**src/design/csdc_pkg.sv**
```systemverilog
// Shared constants, row formats and controller/datapath command types for the
// column statistics and distinct-value counter. No dependencies.
`timescale 1ns / 1ps

package csdc_pkg;

  localparam int NUM_COLUMNS  = 49;
  localparam int SET_CAPACITY = 16384;

  localparam int COL_W   = 6;
  localparam int VALUE_W = 32;
  localparam int CNT_W   = 40;
  localparam int DIST_W  = 15;

  localparam int SLOT_W       = $clog2(SET_CAPACITY);
  localparam int SET_DEPTH    = NUM_COLUMNS * SET_CAPACITY;
  localparam int KEY_ADDR_W   = $clog2(SET_DEPTH);
  localparam int STATS_ADDR_W = $clog2(NUM_COLUMNS);

  localparam logic [VALUE_W-1:0] HASH_MULT = 32'd2654435761;
  localparam logic [CNT_W-1:0]   CNT_MAX   = {CNT_W{1'b1}};
  localparam logic [DIST_W-1:0]  DIST_MAX  = {DIST_W{1'b1}};

  // One row of per-column statistics.
  typedef struct packed {
    logic signed [VALUE_W-1:0] min_v;
    logic signed [VALUE_W-1:0] max_v;
    logic [CNT_W-1:0]          zeros;
    logic [DIST_W-1:0]         distinct;
  } stats_row_t;

  localparam stats_row_t STATS_RESET = '{
    min_v:    32'sh7FFF_FFFF,
    max_v:    32'sh8000_0000,
    zeros:    '0,
    distinct: '0
  };

  // One hash-set slot: occupancy flag and stored key.
  typedef struct packed {
    logic               used;
    logic [VALUE_W-1:0] key;
  } slot_word_t;

  typedef struct packed {
    logic clear_step;
    logic load;
    logic hash;
    logic probe_next;
    logic finish;
  } dp_cmd_t;

  typedef struct packed {
    logic clear_last;
    logic col_valid;
    logic slot_used;
    logic key_match;
    logic probe_last;
    logic out_free;
  } dp_status_t;

endpackage

```
**src/design/csdc_ctrl.sv**
```systemverilog
// Sequencing state machine: clearing pass, item accept, hash, probe loop, finish.
// Depends on csdc_pkg; drives csdc_dp through dp_cmd_t and reads dp_status_t.
`timescale 1ns / 1ps

module csdc_ctrl import csdc_pkg::*; (
  input  logic       clk,
  input  logic       rst_n,
  input  logic       in_valid,
  output logic       in_ready,
  output dp_cmd_t    cmd,
  input  dp_status_t status
);

  typedef enum logic [2:0] {
    S_CLEAR,
    S_IDLE,
    S_HASH,
    S_READ,
    S_CHECK
  } state_t;

  state_t state_r;
  state_t state_nxt;
  logic   probe_done;

  // A probe ends on an out-of-range column, an empty slot, a match or the last slot.
  assign probe_done = !status.col_valid || !status.slot_used || status.key_match ||
                      status.probe_last;

  always_comb begin
    state_nxt = state_r;
    cmd       = '0;
    in_ready  = 1'b0;
    unique case (state_r)
      S_CLEAR: begin
        cmd.clear_step = 1'b1;
        if (status.clear_last) begin
          state_nxt = S_IDLE;
        end
      end
      S_IDLE: begin
        in_ready = 1'b1;
        if (in_valid) begin
          cmd.load  = 1'b1;
          state_nxt = S_HASH;
        end
      end
      S_HASH: begin
        cmd.hash  = 1'b1;
        state_nxt = S_READ;
      end
      S_READ: begin
        state_nxt = S_CHECK;
      end
      S_CHECK: begin
        if (probe_done) begin
          if (status.out_free) begin
            cmd.finish = 1'b1;
            state_nxt  = S_IDLE;
          end
        end else begin
          cmd.probe_next = 1'b1;
          state_nxt      = S_READ;
        end
      end
      default: state_nxt = S_CLEAR;
    endcase
  end

  always_ff @(posedge clk) begin
    if (!rst_n) begin
      state_r <= S_CLEAR;
    end else begin
      state_r <= state_nxt;
    end
  end

endmodule

```
**config.mk**
```make
export PLATFORM = sky130hd
export DESIGN_NAME = csdc_ctrl
export DESIGN_NICKNAME = d
export VERILOG_FILES = /design/src/design/csdc_pkg.sv /design/src/design/csdc_ctrl.sv
export SDC_FILE = /design/constraint.sdc
export NUM_CORES = 1
export LEC_CHECK = 0
export BUFFER_PORTS_ARGS = -buffer_cell sky130_fd_sc_hd__buf_2
export CAP_MARGIN = 20
export CORE_AREA = 4 4 41 43
export DETAILED_ROUTE_END_ITERATION = 8
export DIE_AREA = 0 0 45 47
export PLACE_DENSITY = 0.36
export SETUP_SLACK_MARGIN = 0.5
export SLEW_MARGIN = 10
export SYNTH_ARGS = -nofsm -noshare
export SYNTH_HDL_FRONTEND = slang
export SYNTH_SLANG_ARGS = --single-unit
```
**constraint.sdc**
```tcl
create_clock -name clk -period 4.1 [get_ports clk]
set_input_delay 0.82 -clock clk [delete_from_list [all_inputs] [get_ports clk]]
set_output_delay 0.82 -clock clk [all_outputs]
set_load 0.05 [all_outputs]
```
==> impl_metrics.tcl, run 1 <==
set metrics [dict create \
    clk_pin_slew_worst_paths_ns 0.03 \
    die_y_microns 47 \
    p_per_area_nw_per_um2 469.8 \
    synthArstFlopShare_pct 0 \
    antenna_found_initial 0 \
    htree_num_levels 1 \
    netlist_area_sq_um 221.5 \
    ys.flop_type "dfxtp_1" \
    fin_crit_sh_pct 59.34 \
    core_sq_um 1301 \
    insertion_delay_ns 0.23 \
    fillers 157 \
    max-clock-path-buffers 2 \
    first_iter_violations 3 \
    end_kind "primary output" \
    crit_fanout 2 \
    via_per_inst 4.400 \
    hp-class "reg -> reg" \
    r2r_slack_ns 2.66 \
    cts_sinks 3 \
    synth_seq_cells 3 \
    num_vias 264 \
    intPower_uw 88.98 \
    ys_top_cells_by_area "dfxtp_1, mux2i_1, a311oi_2, nand2_1, nor2_1" \
    cts_root_buf "clkbuf_4" \
    cp.arrival_ns 1.61 \
    synth_edf_count 0 \
    yosysTopAreaCell "dfxtp_1" \
    firstDrtPassIters 3 \
    ys_seq_area_share_pct 27.12 \
    portBuffers 14 \
    drc_errors 0 \
    dp_hpwl_microns 507.9 \
    rsz0062_at_grt "no" \
    crit_required_ns 3.28 \
    min_period_ns 2.433 \
    cp-start-kind "primary input" \
    grt_pass1_vias 246 \
    hold_start "state_r[0]$_SDFFE_PN0P_" \
    max-vdd-ir-drop_mv 0.1377 \
    wirelength_microns 571 \
    start_util_pct 17.02 \
    grtUsageTotal_pct 6.477 \
    largest_register_ff_count 3 \
    ctsHoldBuffers 0 \
    grt_max_degree 10 \
    finalHoldViolCount 0 \
    ctsResizeCount 0 \
    area_growth_syn_to_layout_pct 46.89 \
    cts_buffers 3 \
    outcome "finished, final reports clean" \
    path_class "in -> out" \
    leakagePower_nw 0.1609 \
    reg2reg_from "state_r[2]$_SDFFE_PN0P_" \
    grt_pass1_wl_microns 924 \
    top_regs "state_r (3)" \
    clkPwrFrac_pct 32.4 \
    cap_violations 0 \
    setup-tns-final_ns 0 \
    setup_violations 0 \
    netlist.area_leader.share_pct 27.12 \
    top_register "state_r" \
    switching_share_pct 41.78 \
    nets 55 \
    skew_ns 0.003474 \
    ys_types 17 \
    power.switching_uw 63.86 \
    row_count 13 \
    die_w_microns 45 \
    place_congestion 0.6443 \
    cts_tree "yes" \
    combPwrFrac_pct 41.2 \
    syn-num-nets 37 \
    post_cts_buffers 0 \
    drive_gt1_share_pct 42.22 \
    grt.overflow.total 0 \
    netlist_instances 28 \
    final_util_pct 25.00 \
    drtAntennaViolNets 0 \
    num_antenna_cells 0 \
    r2r_cells 4 \
    worstMarginPinSlew_ns 0.2728 \
    ioPinCount 15 \
    seqPwrFrac_pct 26.4 \
    hold_end "state_r[0]$_SDFFE_PN0P_" \
    r2r_end "state_r[0]$_SDFFE_PN0P_" \
    slew_headroom_pct 81.79 \
    holdPathStages 2 \
    yosys_warnings 0 \
    fmax_ghz 0.4111 \
    avgSynthCellArea_sq_um 7.909 \
    routedWlPerCell_microns 9.517 \
    synthTopCellsByCount "nand2_1, nor2_1, dfxtp_1" \
    fp.dieArea_sq_um 2115 \
    drv_slew 0 \
]
-- cell families (layout without fill, tap and decap cells) --
| kind of cell | count (synthesis) | after routing | synth area share (%) |
|---|---|---|---|
| compound gates | 4 | 4 | 16.38 |
| simple gates | 16 | 16 | 38.98 |
| buf+inv | 3 | 20 | 8.475 |
| mux | 2 | 2 | 9.040 |
| flops | 3 | 3 | 27.12 |
-- routing by layer --
layer / wire, microns / global-route usage [%] / part of all wire (%) / up-vias
li1: - / - / - / 134
met1: 213 / 4.773 / 37 / 125
met2: 310 / 11.58 / 54 / 5
met3: 47 / 4.215 / 8.2 / 0
met4: 0 / 5.263 / 0 / 0
met5: 0 / 0 / 0 / -
-- cell usage in the layout, fill, tap and decap left out --
cell type,instances
nor3b_1,2
a31oi_1,1
or3b_4,1
dfxtp_1,3
inv_1,2
a21oi_1,1
clkbuf_1,1
nand2_1,4
nand3b_1,1
a311oi_2,1
o311a_1,1
and3_1,1
buf_2,14
clkbuf_4,3
nand3_1,1
and2_1,1
mux2i_1,2
nor3_1,1
nor2_1,4
-- power groups by stage --
stage	logic, mW	clock network (mW)	registers [mW]
floorplan	0.0571	0	0.0361
global placement	0.0641	0	0.0413
detailed placement	0.0639	0	0.0407
CTS	0.0640	0.0523	0.0403
global route	0.0675	0.0563	0.0413
finish	0.0630	0.0495	0.0404
-- worst max-delay path by stage --
| stage | from | end | slack, ns | depth (start not counted) |
|---|---|---|---|---|
| after floorplan | status[2] | cmd[0] | 1.17 | 3 |
| after global placement | status[2] | cmd[1] | 1.69 | 5 |
| after detailed placement | status[2] | cmd[1] | 1.66 | 5 |
| after CTS | status[2] | cmd[1] | 1.66 | 5 |
| after global routing | status[2] | cmd[1] | 1.54 | 5 |
| final | status[2] | cmd[1] | 1.67 | 5 |
-- metrics by stage --
stage,hold WS [ns],instance area [sq um],cells,total power [mW],setup WS (ns)
after floorplan,0.5350,221.5,28,0.09318,1.171
after global placement,0.5683,299.0,56,0.1055,1.691
after detailed placement,0.5647,299.0,56,0.1046,1.660
after CTS,0.5685,325.3,60,0.1566,1.658
after global routing,0.5994,325.3,60,0.1652,1.544
final,0.5679,325.3,60,0.1528,1.667
-- cell type report --
cell class / instances / area [sq um] / area share [%]
clock buffer: 4 / 26.28 / 8.077
inverter: 2 / 7.507 / 2.308
multi-input combinational: 22 / 142.6 / 43.85
sequential: 3 / 60.06 / 18.46
tap: 15 / 18.77 / 5.769
timing repair buffer: 14 / 70.07 / 21.54
-- critical path, stage by stage --
cell and delay [ns]:
buf_2 0.10, nor2_1 0.15, nand3_1 0.11, nor2_1 0.15
buf_2 0.28
No activity file was read; power rests on OpenSTA's default activity.
==> inputs of run 2 (changes only) <==
--- a/config.mk
+++ b/config.mk
@@ -10,7 +10,7 @@
 export CORE_AREA = 4 4 41 43
 export DETAILED_ROUTE_END_ITERATION = 8
 export DIE_AREA = 0 0 45 47
-export PLACE_DENSITY = 0.36
+export PLACE_DENSITY = 0.37
 export SETUP_SLACK_MARGIN = 0.5
 export SLEW_MARGIN = 10
 export SYNTH_ARGS = -nofsm -noshare
==> constraint.sdc (replaced) <==
create_clock -name clk -period 2.2 [get_ports clk]
set_input_delay 0.44 -clock clk [delete_from_list [all_inputs] [get_ports clk]]
set_output_delay 0.44 -clock clk [all_outputs]
set_load 0.05 [all_outputs]
==> run 2 against run 1 <==
Compared with the run above: via count is 0.38% lower; clock power is 95% higher; combinational power is 120% higher; cell area is 17% higher; sequential power is 72% higher; power is 100% higher; sequential cell count stayed put; critical path depth is 2 lower; non-clock buffer count is 2 higher; highest routed layer is now met4.
==> impl_metrics.tcl, run 2 (synthesis results as in run 1) <==
set metrics [dict create \
    outcome "finished, final reports clean" \
    top_register "state_r" \
    clk_pin_slew_worst_paths_ns 0.04 \
    ioPinCount 15 \
    dpl_worst_slack_ns 0.5140 \
    holdPathStages 3 \
    grt_pass1_wl_microns 1110 \
    setup-tns-final_ns 0 \
    hold_end "state_r[2]$_SDFFE_PN0P_" \
    nets 57 \
    ctsHoldBuffers 0 \
    rsz0062_at_grt "yes" \
    start_util_pct 17.02 \
    slew_headroom_pct 82.64 \
    place_area_sq_um 311.5 \
    insertion_delay_ns 0.23 \
    r2r_slack_ns 0.80 \
    drv_slew 0 \
    end_kind "primary output" \
    grtUsageTotal_pct 7.571 \
    area_growth_syn_to_layout_pct 72.32 \
    place_congestion 0.6974 \
    path_class "reg -> out" \
    finalWorstSetupSlack_ns 0.4177 \
    routedWlPerCell_microns 10.97 \
    crit_path_start "state_r[0]$_SDFFE_PN0P_" \
    dp_hpwl_microns 534.7 \
    hold_start "rst_n" \
    r2r_cells 4 \
    crit_required_ns 1.76 \
    cp-start-kind "flip-flop" \
    largest_register_ff_count 3 \
    worstMarginPinSlew_ns 0.2605 \
    fin_area_sq_um 381.6 \
    finalHoldViolCount 0 \
    r2r_end "state_r[0]$_SDFFE_PN0P_" \
    final_common_cell "buf_2" \
    cts_buffers 3 \
    cts_tree "yes" \
    fp.dieArea_sq_um 2115 \
    p_per_area_nw_per_um2 803.9 \
    top_regs "state_r (3)" \
    drive_gt1_share_pct 57.45 \
    portBuffers 14 \
    crit_fanout 3 \
    skew_ns 0.001360 \
    max-clock-path-buffers 2 \
    cp.arrival_ns 1.34 \
    hp-class "in -> reg" \
    via_per_inst 4.242 \
    core_sq_um 1301 \
    num_vias 263 \
    setup_violations 0 \
    grt_max_degree 9 \
    antenna_found_initial 0 \
    row_count 13 \
    reg2reg_from "state_r[0]$_SDFFE_PN0P_" \
    leakagePower_nw 0.1789 \
    cap_violations 0 \
    htree_num_levels 1 \
    grt_pass1_vias 278 \
    firstDrtPassIters 2 \
    max-vdd-ir-drop_mv 0.3031 \
    cts_root_buf "clkbuf_4" \
    die_w_microns 45 \
    grt.overflow.total 0 \
    wirelength_microns 680 \
    fin_crit_sh_pct 81.01 \
    min_period_ns 1.782 \
    fmax_ghz 0.5611 \
    num_antenna_cells 0 \
    die_y_microns 47 \
    drtAntennaViolNets 0 \
    cts_sinks 3 \
    first_iter_violations 2 \
    final_cell_mix "buf_2, clkbuf_4, nand2_1" \
    drc_errors 0 \
]
run 2: cell types whose count changed in the layout (fill, tap and decap cells not counted), sizes merged:
cell	previous run	this run
buf	14	13
clkbuf	4	7
run 2: critical path: stages (launching register included):
cell and delay [ns]:
dfxtp_4 0.33, or3b_4 0.41, nor3b_2 0.18, buf_6 0.18
run 2: stage by stage:
stage	std cells	utilization [%]	power, mW	hold slack, ns
after CTS	62	28.75	0.3114	0.4506
after global routing	62	29.33	0.3248	0.4698
after floorplan	28	-	0.1756	0.5342
after global placement	56	23.94	0.1979	0.5646
after detailed placement	56	23.94	0.1984	0.5814
final	62	29.33	0.3068	0.4602
run 2: routing by layer:
metal | GRT usage [%] | wire length, microns | vias up
li1 | - | - | 136
met1 | 7.466 | 267 | 114
met2 | 12.43 | 360 | 11
met3 | 1.533 | 36 | 2
met4 | 8.772 | 15 | 0
met5 | 0 | 0 | -
run 2: worst max path at each step:
stage                         to  slack [ns]  cells after the start
final                     cmd[0]        0.42                      3
after global placement    cmd[0]        0.52                      3
after global routing      cmd[0]        0.39                      3
after CTS                 cmd[0]        0.38                      3
after floorplan           cmd[0]        0.29                      3
after detailed placement  cmd[0]        0.51                      3
run 2: layout make-up:
type	instances	area [sq um]
clock buffer	4	26.28
fill	157	919.6
inverter	2	7.507
multi-input combinational	22	155.1
sequential	3	68.82
tap	15	18.77
timing repair buffer	16	105.1
run 2: power breakdown:
group	switching [mW]	total, mW	internal (mW)
registers	0.00606	0.0696	0.0635
clock network	0.0286	0.0965	0.0680
logic	0.0934	0.141	0.0473
run 2: timing repair:
action / in CTS / in global routing
hold endpoints to repair: 0 / 0
setup endpoints to repair: 3 / 5
resized for setup: 9 / 3
pin swaps: 2 / 1
setup buffers: 2 / 0
